[src/dts_pkg.sv]
// Shared constants, codes and entry types of the DFA token scanner.
`default_nettype none

package dts_pkg;

  // DFA geometry
  localparam int STATE_BITS      = 8;
  localparam int NUM_STATES      = 1 << STATE_BITS;
  localparam int SYM_BITS        = 7;
  localparam int NUM_SYMBOLS     = 1 << SYM_BITS;
  localparam int TRANS_ADDR_BITS = STATE_BITS + SYM_BITS;
  localparam int TRANS_DEPTH     = NUM_STATES * NUM_SYMBOLS;

  // Attribute priorities
  localparam int PRIO_BITS      = 6;
  localparam int NUM_PRIORITIES = 64;
  localparam logic [PRIO_BITS-1:0] PRIO_MAX = PRIO_BITS'(NUM_PRIORITIES - 1);

  // Token length counter and its output field
  localparam int LENGTH_BITS    = 16;
  localparam int TOKEN_LEN_BITS = 16;
  localparam logic [LENGTH_BITS-1:0] LEN_MAX = '1;

  // Operation codes
  localparam int OP_BITS = 2;
  localparam logic [OP_BITS-1:0] OP_WR_TRANS = 2'd0;
  localparam logic [OP_BITS-1:0] OP_WR_INFO  = 2'd1;
  localparam logic [OP_BITS-1:0] OP_SCAN     = 2'd2;

  typedef struct packed {
    logic                  live;
    logic [STATE_BITS-1:0] next;
  } trans_entry_t;

  typedef struct packed {
    logic                 accepts;
    logic [PRIO_BITS-1:0] prio;
  } info_entry_t;

  // Transition memory access: one shared address for write or read
  typedef struct packed {
    logic                       wr_en;
    logic                       rd_en;
    logic [TRANS_ADDR_BITS-1:0] addr;
    trans_entry_t               wdata;
  } trans_req_t;

  // State info memory access: one write port, two read ports
  typedef struct packed {
    logic                  wr_en;
    logic [STATE_BITS-1:0] waddr;
    info_entry_t           wdata;
    logic                  rd_a_en;
    logic [STATE_BITS-1:0] rd_a_addr;
    logic                  rd_b_en;
    logic [STATE_BITS-1:0] rd_b_addr;
  } info_req_t;

endpackage

`default_nettype wire

[src/dts_in_if.sv]
// Input channel of the scanner: load and scan items with valid/ready.
`default_nettype none

interface dts_in_if;
  import dts_pkg::*;

  logic                  valid;
  logic                  ready;
  logic [OP_BITS-1:0]    operation;
  logic [STATE_BITS-1:0] table_state;
  logic [SYM_BITS-1:0]   symbol;
  logic [STATE_BITS-1:0] target_state;
  logic                  target_live;
  logic                  state_accepts;
  logic [PRIO_BITS-1:0]  state_priority;
  logic                  begin_token;
  logic                  end_of_text;

  modport source (
    output valid, operation, table_state, symbol, target_state, target_live,
           state_accepts, state_priority, begin_token, end_of_text,
    input  ready
  );

  modport sink (
    input  valid, operation, table_state, symbol, target_state, target_live,
           state_accepts, state_priority, begin_token, end_of_text,
    output ready
  );
endinterface

`default_nettype wire

[src/dts_out_if.sv]
// Result channel of the scanner: one token beat per stopped scan.
`default_nettype none

interface dts_out_if;
  import dts_pkg::*;

  logic                      valid;
  logic                      ready;
  logic [PRIO_BITS-1:0]      token_kind;
  logic [TOKEN_LEN_BITS-1:0] token_length;
  logic                      final_accepting;

  modport source (
    output valid, token_kind, token_length, final_accepting,
    input  ready
  );

  modport sink (
    input  valid, token_kind, token_length, final_accepting,
    output ready
  );
endinterface

`default_nettype wire

[src/dts_scan_ctrl.sv]
// Scan pipeline: issues table accesses, decides stops and holds the result beat.
`default_nettype none

module dts_scan_ctrl (
  input  wire logic                   clk,
  input  wire logic                   rst_n,
  dts_in_if.sink                      in_bus,
  dts_out_if.source                   out_bus,
  output dts_pkg::trans_req_t         trans_req,
  input  wire dts_pkg::trans_entry_t  trans_rd,
  output dts_pkg::info_req_t          info_req,
  input  wire dts_pkg::info_entry_t   info_rd_a,
  input  wire dts_pkg::info_entry_t   info_rd_b
);
  import dts_pkg::*;

  // Front end
  logic                  in_fire;
  logic                  is_scan;
  logic [STATE_BITS-1:0] scan_state;
  logic [PRIO_BITS-1:0]  prio_sat;

  // Pipeline registers
  logic                  busy_r;
  logic                  b_valid_r;
  logic                  b_begin_r;
  logic                  b_eot_r;
  logic                  b_act;
  logic                  c_valid_r;
  logic                  c_valid_nxt;
  logic                  c_act_r;
  logic                  c_begin_r;
  logic                  c_eot_r;

  // Scan state
  logic                  active_r;
  logic [STATE_BITS-1:0] cur_r;
  logic [LENGTH_BITS-1:0] cnt_r;
  logic [LENGTH_BITS-1:0] cnt_base;

  // Decision
  logic                  c_emit;
  logic                  c_move;
  info_entry_t           c_kept;
  logic                  c_stall;
  logic                  c_fire;

  // Result beat
  logic                      out_valid_r;
  logic                      out_valid_nxt;
  logic [PRIO_BITS-1:0]      out_kind_r;
  logic [TOKEN_LEN_BITS-1:0] out_len_r;
  logic                      out_acc_r;

  assign in_fire    = in_bus.valid & in_bus.ready;
  assign is_scan    = (in_bus.operation == OP_SCAN);
  assign scan_state = in_bus.begin_token ? '0 : cur_r;
  assign prio_sat   = (in_bus.state_priority > PRIO_MAX) ? PRIO_MAX : in_bus.state_priority;

  // Issue table accesses for the accepted beat
  always_comb begin
    trans_req.wr_en      = in_fire & (in_bus.operation == OP_WR_TRANS);
    trans_req.rd_en      = in_fire & is_scan;
    trans_req.addr       = trans_req.wr_en ? {in_bus.table_state, in_bus.symbol}
                                           : {scan_state, in_bus.symbol};
    trans_req.wdata.live = in_bus.target_live;
    trans_req.wdata.next = in_bus.target_state;

    info_req.wr_en         = in_fire & (in_bus.operation == OP_WR_INFO);
    info_req.waddr         = in_bus.table_state;
    info_req.wdata.accepts = in_bus.state_accepts;
    info_req.wdata.prio    = prio_sat;
    info_req.rd_a_en       = in_fire & is_scan;
    info_req.rd_a_addr     = scan_state;
    info_req.rd_b_en       = b_valid_r;
    info_req.rd_b_addr     = trans_rd.next;
  end

  // Stop decision on transition entry, current and next state info
  assign cnt_base = c_begin_r ? '0 : cnt_r;

  always_comb begin
    c_emit = 1'b0;
    c_move = 1'b0;
    c_kept = info_rd_a;
    if (c_act_r) begin
      if (!trans_rd.live) begin
        c_emit = 1'b1;
      end else if (info_rd_a.accepts && (info_rd_b.prio > info_rd_a.prio)) begin
        c_emit = 1'b1;
        c_kept = info_rd_b;
      end else if (c_eot_r) begin
        c_emit = 1'b1;
      end else begin
        c_move = 1'b1;
      end
    end
  end

  assign c_stall = c_valid_r & c_emit & out_valid_r & ~out_bus.ready;
  assign c_fire  = c_valid_r & ~c_stall;
  assign b_act   = b_begin_r | active_r;

  // Not ready while busy with the last accepted beat; hold off in reset and while a result cannot drain
  assign in_bus.ready = rst_n & ~busy_r & ~c_stall;

  // Advance stage control
  always_comb begin
    c_valid_nxt = c_valid_r;
    if (b_valid_r) begin
      c_valid_nxt = 1'b1;
    end else if (c_fire) begin
      c_valid_nxt = 1'b0;
    end
  end

  always_ff @(posedge clk) begin
    if (!rst_n) begin
      busy_r    <= 1'b0;
      b_valid_r <= 1'b0;
      c_valid_r <= 1'b0;
    end else begin
      busy_r    <= in_fire;
      b_valid_r <= in_fire & is_scan;
      c_valid_r <= c_valid_nxt;
    end
  end

  // Carry scan flags down the pipe
  always_ff @(posedge clk) begin
    if (in_fire) begin
      b_begin_r <= in_bus.begin_token;
      b_eot_r   <= in_bus.end_of_text;
    end
    if (b_valid_r) begin
      c_act_r   <= b_act;
      c_begin_r <= b_begin_r;
      c_eot_r   <= b_eot_r;
    end
  end

  // Follow live transitions early; a stop makes the state irrelevant
  always_ff @(posedge clk) begin
    if (!rst_n) begin
      cur_r <= '0;
    end else if (b_valid_r && b_act && trans_rd.live) begin
      cur_r <= trans_rd.next;
    end
  end

  // Update scan activity and saturating length
  always_ff @(posedge clk) begin
    if (!rst_n) begin
      active_r <= 1'b0;
      cnt_r    <= '0;
    end else if (c_fire && c_act_r) begin
      active_r <= c_move;
      if (c_move && (cnt_base != LEN_MAX)) begin
        cnt_r <= cnt_base + LENGTH_BITS'(1);
      end else begin
        cnt_r <= cnt_base;
      end
    end
  end

  // Hold the result beat until taken
  always_comb begin
    out_valid_nxt = out_valid_r;
    if (c_fire && c_emit) begin
      out_valid_nxt = 1'b1;
    end else if (out_bus.ready) begin
      out_valid_nxt = 1'b0;
    end
  end

  always_ff @(posedge clk) begin
    if (!rst_n) begin
      out_valid_r <= 1'b0;
    end else begin
      out_valid_r <= out_valid_nxt;
    end
  end

  always_ff @(posedge clk) begin
    if (c_fire && c_emit) begin
      out_kind_r <= c_kept.prio;
      out_len_r  <= TOKEN_LEN_BITS'(cnt_base);
      out_acc_r  <= c_kept.accepts;
    end
  end

  assign out_bus.valid           = out_valid_r;
  assign out_bus.token_kind      = out_kind_r;
  assign out_bus.token_length    = out_len_r;
  assign out_bus.final_accepting = out_acc_r;

endmodule

`default_nettype wire

[src/flat_wrapper.sv]
// flat-port wrapper written by rule: the top's interface ports become plain ports
module dts_scan_ctrl_flat import dts_pkg::*;
  (clk, rst_n, trans_req, trans_rd, info_req, info_rd_a, info_rd_b, in_bus_valid, in_bus_operation, in_bus_table_state, in_bus_symbol, in_bus_target_state, in_bus_target_live, in_bus_state_accepts, in_bus_state_priority, in_bus_begin_token, in_bus_end_of_text, in_bus_ready, out_bus_valid, out_bus_token_kind, out_bus_token_length, out_bus_final_accepting, out_bus_ready);
  dts_in_if in_bus_i ();
  dts_out_if out_bus_i ();
  input  wire logic clk;
  input  wire logic rst_n;
  output dts_pkg::trans_req_t trans_req;
  input  wire dts_pkg::trans_entry_t trans_rd;
  output dts_pkg::info_req_t info_req;
  input  wire dts_pkg::info_entry_t info_rd_a;
  input  wire dts_pkg::info_entry_t info_rd_b;
  input wire logic [$bits(in_bus_i.valid)-1:0] in_bus_valid;
  input wire logic [$bits(in_bus_i.operation)-1:0] in_bus_operation;
  input wire logic [$bits(in_bus_i.table_state)-1:0] in_bus_table_state;
  input wire logic [$bits(in_bus_i.symbol)-1:0] in_bus_symbol;
  input wire logic [$bits(in_bus_i.target_state)-1:0] in_bus_target_state;
  input wire logic [$bits(in_bus_i.target_live)-1:0] in_bus_target_live;
  input wire logic [$bits(in_bus_i.state_accepts)-1:0] in_bus_state_accepts;
  input wire logic [$bits(in_bus_i.state_priority)-1:0] in_bus_state_priority;
  input wire logic [$bits(in_bus_i.begin_token)-1:0] in_bus_begin_token;
  input wire logic [$bits(in_bus_i.end_of_text)-1:0] in_bus_end_of_text;
  output wire logic [$bits(in_bus_i.ready)-1:0] in_bus_ready;
  output wire logic [$bits(out_bus_i.valid)-1:0] out_bus_valid;
  output wire logic [$bits(out_bus_i.token_kind)-1:0] out_bus_token_kind;
  output wire logic [$bits(out_bus_i.token_length)-1:0] out_bus_token_length;
  output wire logic [$bits(out_bus_i.final_accepting)-1:0] out_bus_final_accepting;
  input wire logic [$bits(out_bus_i.ready)-1:0] out_bus_ready;
  assign in_bus_i.valid = in_bus_valid;
  assign in_bus_i.operation = in_bus_operation;
  assign in_bus_i.table_state = in_bus_table_state;
  assign in_bus_i.symbol = in_bus_symbol;
  assign in_bus_i.target_state = in_bus_target_state;
  assign in_bus_i.target_live = in_bus_target_live;
  assign in_bus_i.state_accepts = in_bus_state_accepts;
  assign in_bus_i.state_priority = in_bus_state_priority;
  assign in_bus_i.begin_token = in_bus_begin_token;
  assign in_bus_i.end_of_text = in_bus_end_of_text;
  assign in_bus_ready = in_bus_i.ready;
  assign out_bus_valid = out_bus_i.valid;
  assign out_bus_token_kind = out_bus_i.token_kind;
  assign out_bus_token_length = out_bus_i.token_length;
  assign out_bus_final_accepting = out_bus_i.final_accepting;
  assign out_bus_i.ready = out_bus_ready;
  dts_scan_ctrl u_core (.clk(clk), .rst_n(rst_n), .in_bus(in_bus_i), .out_bus(out_bus_i), .trans_req(trans_req), .trans_rd(trans_rd), .info_req(info_req), .info_rd_a(info_rd_a), .info_rd_b(info_rd_b));
endmodule
[config.mk]
export PLATFORM = sky130hd
export DESIGN_NAME = dts_scan_ctrl_flat
export DESIGN_NICKNAME = d
export VERILOG_FILES = /design/src/dts_pkg.sv /design/src/dts_in_if.sv /design/src/dts_out_if.sv /design/src/dts_scan_ctrl.sv /design/src/flat_wrapper.sv
export SDC_FILE = /design/constraint.sdc
export NUM_CORES = 1
export LEC_CHECK = 0
export ABC_AREA = 1
export BUFFER_PORTS_ARGS = -buffer_cell sky130_fd_sc_hd__buf_4
export CAP_MARGIN = 20
export CORE_AREA = 10 10 117 119
export DETAILED_ROUTE_END_ITERATION = 7
export DIE_AREA = 0 0 127 129
export PLACE_DENSITY = 0.61
export SYNTH_ARGS = -nofsm -noshare
export SYNTH_HDL_FRONTEND = slang
export SYNTH_SLANG_ARGS = --single-unit
[constraint.sdc]
create_clock -name clk -period 3.65 [get_ports clk]
set_input_delay 0.365 -clock clk [delete_from_list [all_inputs] [get_ports clk]]
set_output_delay 0.365 -clock clk [all_outputs]
set_load 0.1 [all_outputs]
After elaboration in Yosys (flattened, before gate mapping)

Index checks and enable logic that the tools add are counted.

Register bits: 57
Latch bits: 0
RAM bits: 0
Memory bits (read-only): 0
Input port bits: 62
Output and inout port bits: 85
Word-level logic and storage cells: 64
Memories: 0

$add $sub $neg: 1
$mul: 0
Div/mod/pow operators: 0
$lt $le $gt $ge: 2
Eq/ne operators: 3
Shift-type cells: 0
Multiplexer cells: 20
Bitwise operators: 14
Reductions and logical operators: 9

Operators by type and width:

| operator                                      | count |
|---|---|
| 2-to-1 mux 16 bit                             | 2 |
| 2-to-1 mux 7 bit                              | 3 |
| adder 16 x 1 -> 16 bit, second input constant | 1 |
| != test 16 bit, second input constant         | 1 |
| 2-to-1 mux 15 bit                             | 1 |
| 2-to-1 mux 1 bit                              | 12 |
| bitwise AND 1 bit                             | 10 |
| 2-to-1 mux 8 bit                              | 1 |
| > comparator 6 bit                            | 1 |
| > comparator 6 bit, second input constant     | 1 |
| logical AND 1 bit                             | 6 |
| 2-to-1 mux 6 bit                              | 1 |
| nonzero test 2 bit                            | 2 |
| inverter 1 bit                                | 3 |
| == test 2 x 1 -> 1 bit, second input constant | 1 |
| == test 2 bit, second input constant          | 1 |
| logical NOT 2 bit                             | 1 |
| OR 1 bit                                      | 1 |

Depth between registers and ports, before layout

Word-level depth: 13
Depth in mapped cells: 16
Gate-level depth less buffers: 15

Least setup slack after synthesis

OpenSTA, ideal clock, no wires.

Path type: input-to-output
From: input port info_rd_a[5] in the netlist's numbering
To: output port trans_req[24] in the netlist's numbering
Arrival: 4899 ps
Required time: 3285 ps
Setup slack: -1614 ps
Stages: 13
Path buffers: 1
Cell sequence: inv_1 ha_1 nand2_1 nor2_1 nand3_1 nand3_2 nand2_2 nand3_1 nand2_1 inv_1 nand2_1 nor3_1 buf_4

RTL lines:

| element     | line               | text |
|---|---|---|
| from (decl) | flat_wrapper.sv:11 | `input wire dts_pkg::info_entry_t info_rd_a;` |
| to (decl)   | flat_wrapper.sv:8  | `output dts_pkg::trans_req_t trans_req;` |

==> results by group <==
Status
  • Run status: finished, final reports clean

Setup path
  • Cell Chain, Critical Path: buf_4 > inv_1 > ha_1 > nand2_1 > nor2_1 > nand3_1 > nand3_2 > nand2_2 > nand3_1 > nand4_2 > inv_2 > nand2_1 > nand2_1 > buf_4
  • Worst path slowest cell: buf_4
  • Peak per-stage delay on the critical path: roughly 0.3 ns
  • CP max FO: 9
  • WP buf/inv: 4
  • Data required, critical path: 3.28 ns
  • Crit-path most repeated cell: nand2_1
  • Register-to-register setup slack: about 0.95 ns
  • Worst path top cell family by delay: simple AND/OR/NAND/NOR gates
  • Crit path arrival time: 2.43 ns
  • Crit. End Element: output port
  • WS Path Type: in2out
  • Worst Setup Start Kind: primary input

Clocking
  • Hold-fix buffer count after cts: 0
  • CTS Sinks: 57
  • Resized cells post-CTS: 0
  • CTS tree: done
  • CTS clk-pin slew, worst paths: around 0.05 ns
  • Clock latency on the worst-skew pair: between 0.3 and 0.4 ns
  • CTS Buffer Depth: 2
  • Post-CTS Setup Bufs: 0
  • Clock root cell: clkbuf_16
  • H-tree depth: 3
  • CTS buffer count: 9

Floorplanning
  • Die area: roughly 16,000 um^2
  • Area of the core: 11,300 um^2
  • Die Ht: 129 um
  • Initial Utilization: 0.304
  • Die W: approximately 130 um
  • Io pins: about 150
  • Rows: 39

Logic synthesis
  • Mux contribution to synthesized area: 0
  • Synth Warn #: 0
  • Register area share after synthesis: 0.413
  • Post-Synthesis Cells: between 400 and 500
  • Synth Area per Inst: approximately 7.6 um^2
  • Async set-reset flop share out of synthesis: 0
  • Synth top cells by count: nand2_1 (113), nor2_1 (63), inv_1 (54)
  • Post-synth net total: 519
  • Synth top area share: 0.245
  • Synth Area in Adders: 0.0255
  • Seq cells post-synth: 57
  • Largest cells by area after synthesis: edfxtp_1 (24%), dfxtp_1 (17%), nand2_1 (12%)
  • Post-Syn Area: approximately 3400 um^2
  • Top-count cell post-synth: nand2_1
  • Largest family of logic cells by synthesized area: simple AND/OR/NAND/NOR gates
  • Synth Area in XOR/XNOR: 0.0280
  • Post-synth top area cell: edfxtp_1
  • EDFF count, synth: 28
  • Compound-gate portion of the synthesized area: 0.0859
  • Synth Area in Simple Gates: 0.273
  • Unique masters post-synth: 32
  • Post-synth top flop: dfxtp_1

Timing
  • RSZ-0062 raised after global routing: false
  • Layout Skew: ~0.0052 ns
  • Fmax: about 360 MHz
  • Slew headroom: 0.568
  • Final Hold Slack: 0.231 ns
  • Setup-failing EPs final: 0
  • Final hold vios: 0
  • Fin crit period: around 2.8 ns
  • Final period utilization: 0.766
  • Worst slew pin tran: 0.647 ns
  • Slew Limit Fails: 0

Global routing
  • First-pass GRT wire length: around 15,000 um
  • GRT overflow: 0
  • Largest net degree at the start of global routing: 24
  • Total GRT Usage: 0.112
  • Number of global-route vias before repair: 3,090
  • Antenna violations before repair: 0

Layout
  • NumNets Final: just under 600
  • Ant. Diodes: 0
  • Fin area: ~4300 um^2
  • Fillers: about 1,200
  • Final core occ: 0.379
  • Ratio of cells with drive above 1 in the final layout: 0.291
  • Synthesis-to-finish area growth: 24.7%

Run
  • Maxcap violations: 0

Detailed routing
  • Initial DRT Pass Iterations: 4
  • Final ANT Viol Nets: 0
  • DR WL/cell: between 10 and 15 um
  • DR iter-0 viols: about 110
  • Routed vias: roughly 3,000
  • Final WL: just over 9000 um
  • Vias per Instance: roughly 4.5
  • DRC errors left: 0

Pwr
  • Peak VDD IR: approximately 0.00023 V
  • PwrDens: a little under 400 nW/um^2
  • Total power draw: 1.65 mW
  • Lkg Pwr: between 1.5 and 2 nW

Hold path
  • Hold Path Class: in2reg

Placed design
  • I/O Buffers: 100
  • Instance area at placement: 4030 um^2
  • DP Wirelength: 7220 um
  • Routability-driven placement congestion ratio: slightly above 0.8
## placed cells by master (no fill, tap or decap), types with 8 or more instances in the layout
cell | netlist | layout
o21ai_0 | 24 | 24
nor2_1 | 63 | 61
buf_4 | 38 | 103
nand2_1 | 113 | 113
edfxtp_1 | 28 | 28
a21oi_1 | 15 | 15
dfxtp_1 | 29 | 29
clkbuf_16 | 0 | 9
nand3_1 | 11 | 11
xor2_1 | 11 | 11
o21ai_2 | 8 | 8
inv_1 | 54 | 54
## registers in the layout, indices dropped and copies added (netlist names)
register,flops
u_core.cur_r,8
u_core.cnt_r,16
u_core.out_bus.valid,1
u_core.out_bus.token_kind,6
u_core.b_valid_r,1
u_core.c_eot_r,1
u_core.c_valid_r,1
u_core.b_begin_r,1
u_core.active_r,1
u_core.c_begin_r,1
u_core.b_eot_r,1
u_core.out_bus.final_accepting,1
u_core.busy_r,1
u_core.out_bus.token_length,16
u_core.c_act_r,1
## power by group
| group | internal (mW) | switching [mW] | total, mW |
|---|---|---|---|
| Clock | 0.467 | 0.269 | 0.736 |
| Sequential | 0.676 | 0.00385 | 0.680 |
| Combinational | 0.0626 | 0.170 | 0.233 |
| Total | 1.21 | 0.443 | 1.65 |
## final cells by class
type	instances	area (um^2)	area share
timing repair buffer	103	773	0.180
clock buffer	11	243	0.0566
multi-input combinational	283	1430	0.334
tap	143	179	0.0417
inverter	57	219	0.0511
clock inverter	5	21.3	0.00496
sequential	57	1420	0.331
## per-layer routing
metal  track usage  part of all wire  vias to the layer above
met5             0                 0                        -
met4        0.0563             0.020                        0
met3        0.0493              0.10                       24
met2         0.191              0.49                      124
met1         0.115              0.39                     1310
li1              -                 -                     1502
## per-stage QoR
stage / cells / setup WS (ns) / setup TNS, ns
detailed placement: 643 / 0.863 / 0
finish: 659 / 0.852 / 0
global placement: 643 / 0.937 / 0
CTS: 659 / 0.855 / 0
floorplan: 450 / -0.252 / -0.252
global route: 659 / 0.664 / 0
## cells by family (layout without fill, tap and decap cells)
group                    count (synthesis)  after routing
AO/OA/AOI/OAI                           51             51
XOR/XNOR                                11             11
adder cells (fa/ha/maj)                  7              7
buffers and inverters                  110            176
flip-flops                              57             57
AND/OR/NAND/NOR                        214            214
## worst reg2reg max path, delay by kind of cell, from the launching register on
kind | cells | cell delay [ns]
and+or+nand+nor | 10 | 1.37
adders and majority gates | 1 | 0.23
AOI/OAI and AO/OA | 1 | 0.07
DFF | 1 | 0.68
buffers and inverters | 2 | 0.24
## final timing paths
kind                                                 start                            to  cells past startpoint
worst max register to register  u_core.c_begin_r$_DFFE_PP_  u_core.cnt_r[2]$_SDFFE_PN0P_                     14
worst min-delay path                    in_bus_end_of_text      u_core.b_eot_r$_DFFE_PP_                      1
worst max-delay path                          info_rd_a[5]                 trans_req[18]                     14
worst min register to register    u_core.b_eot_r$_DFFE_PP_      u_core.c_eot_r$_DFFE_PP_                      0
No activity file was read; power rests on OpenSTA's default activity.
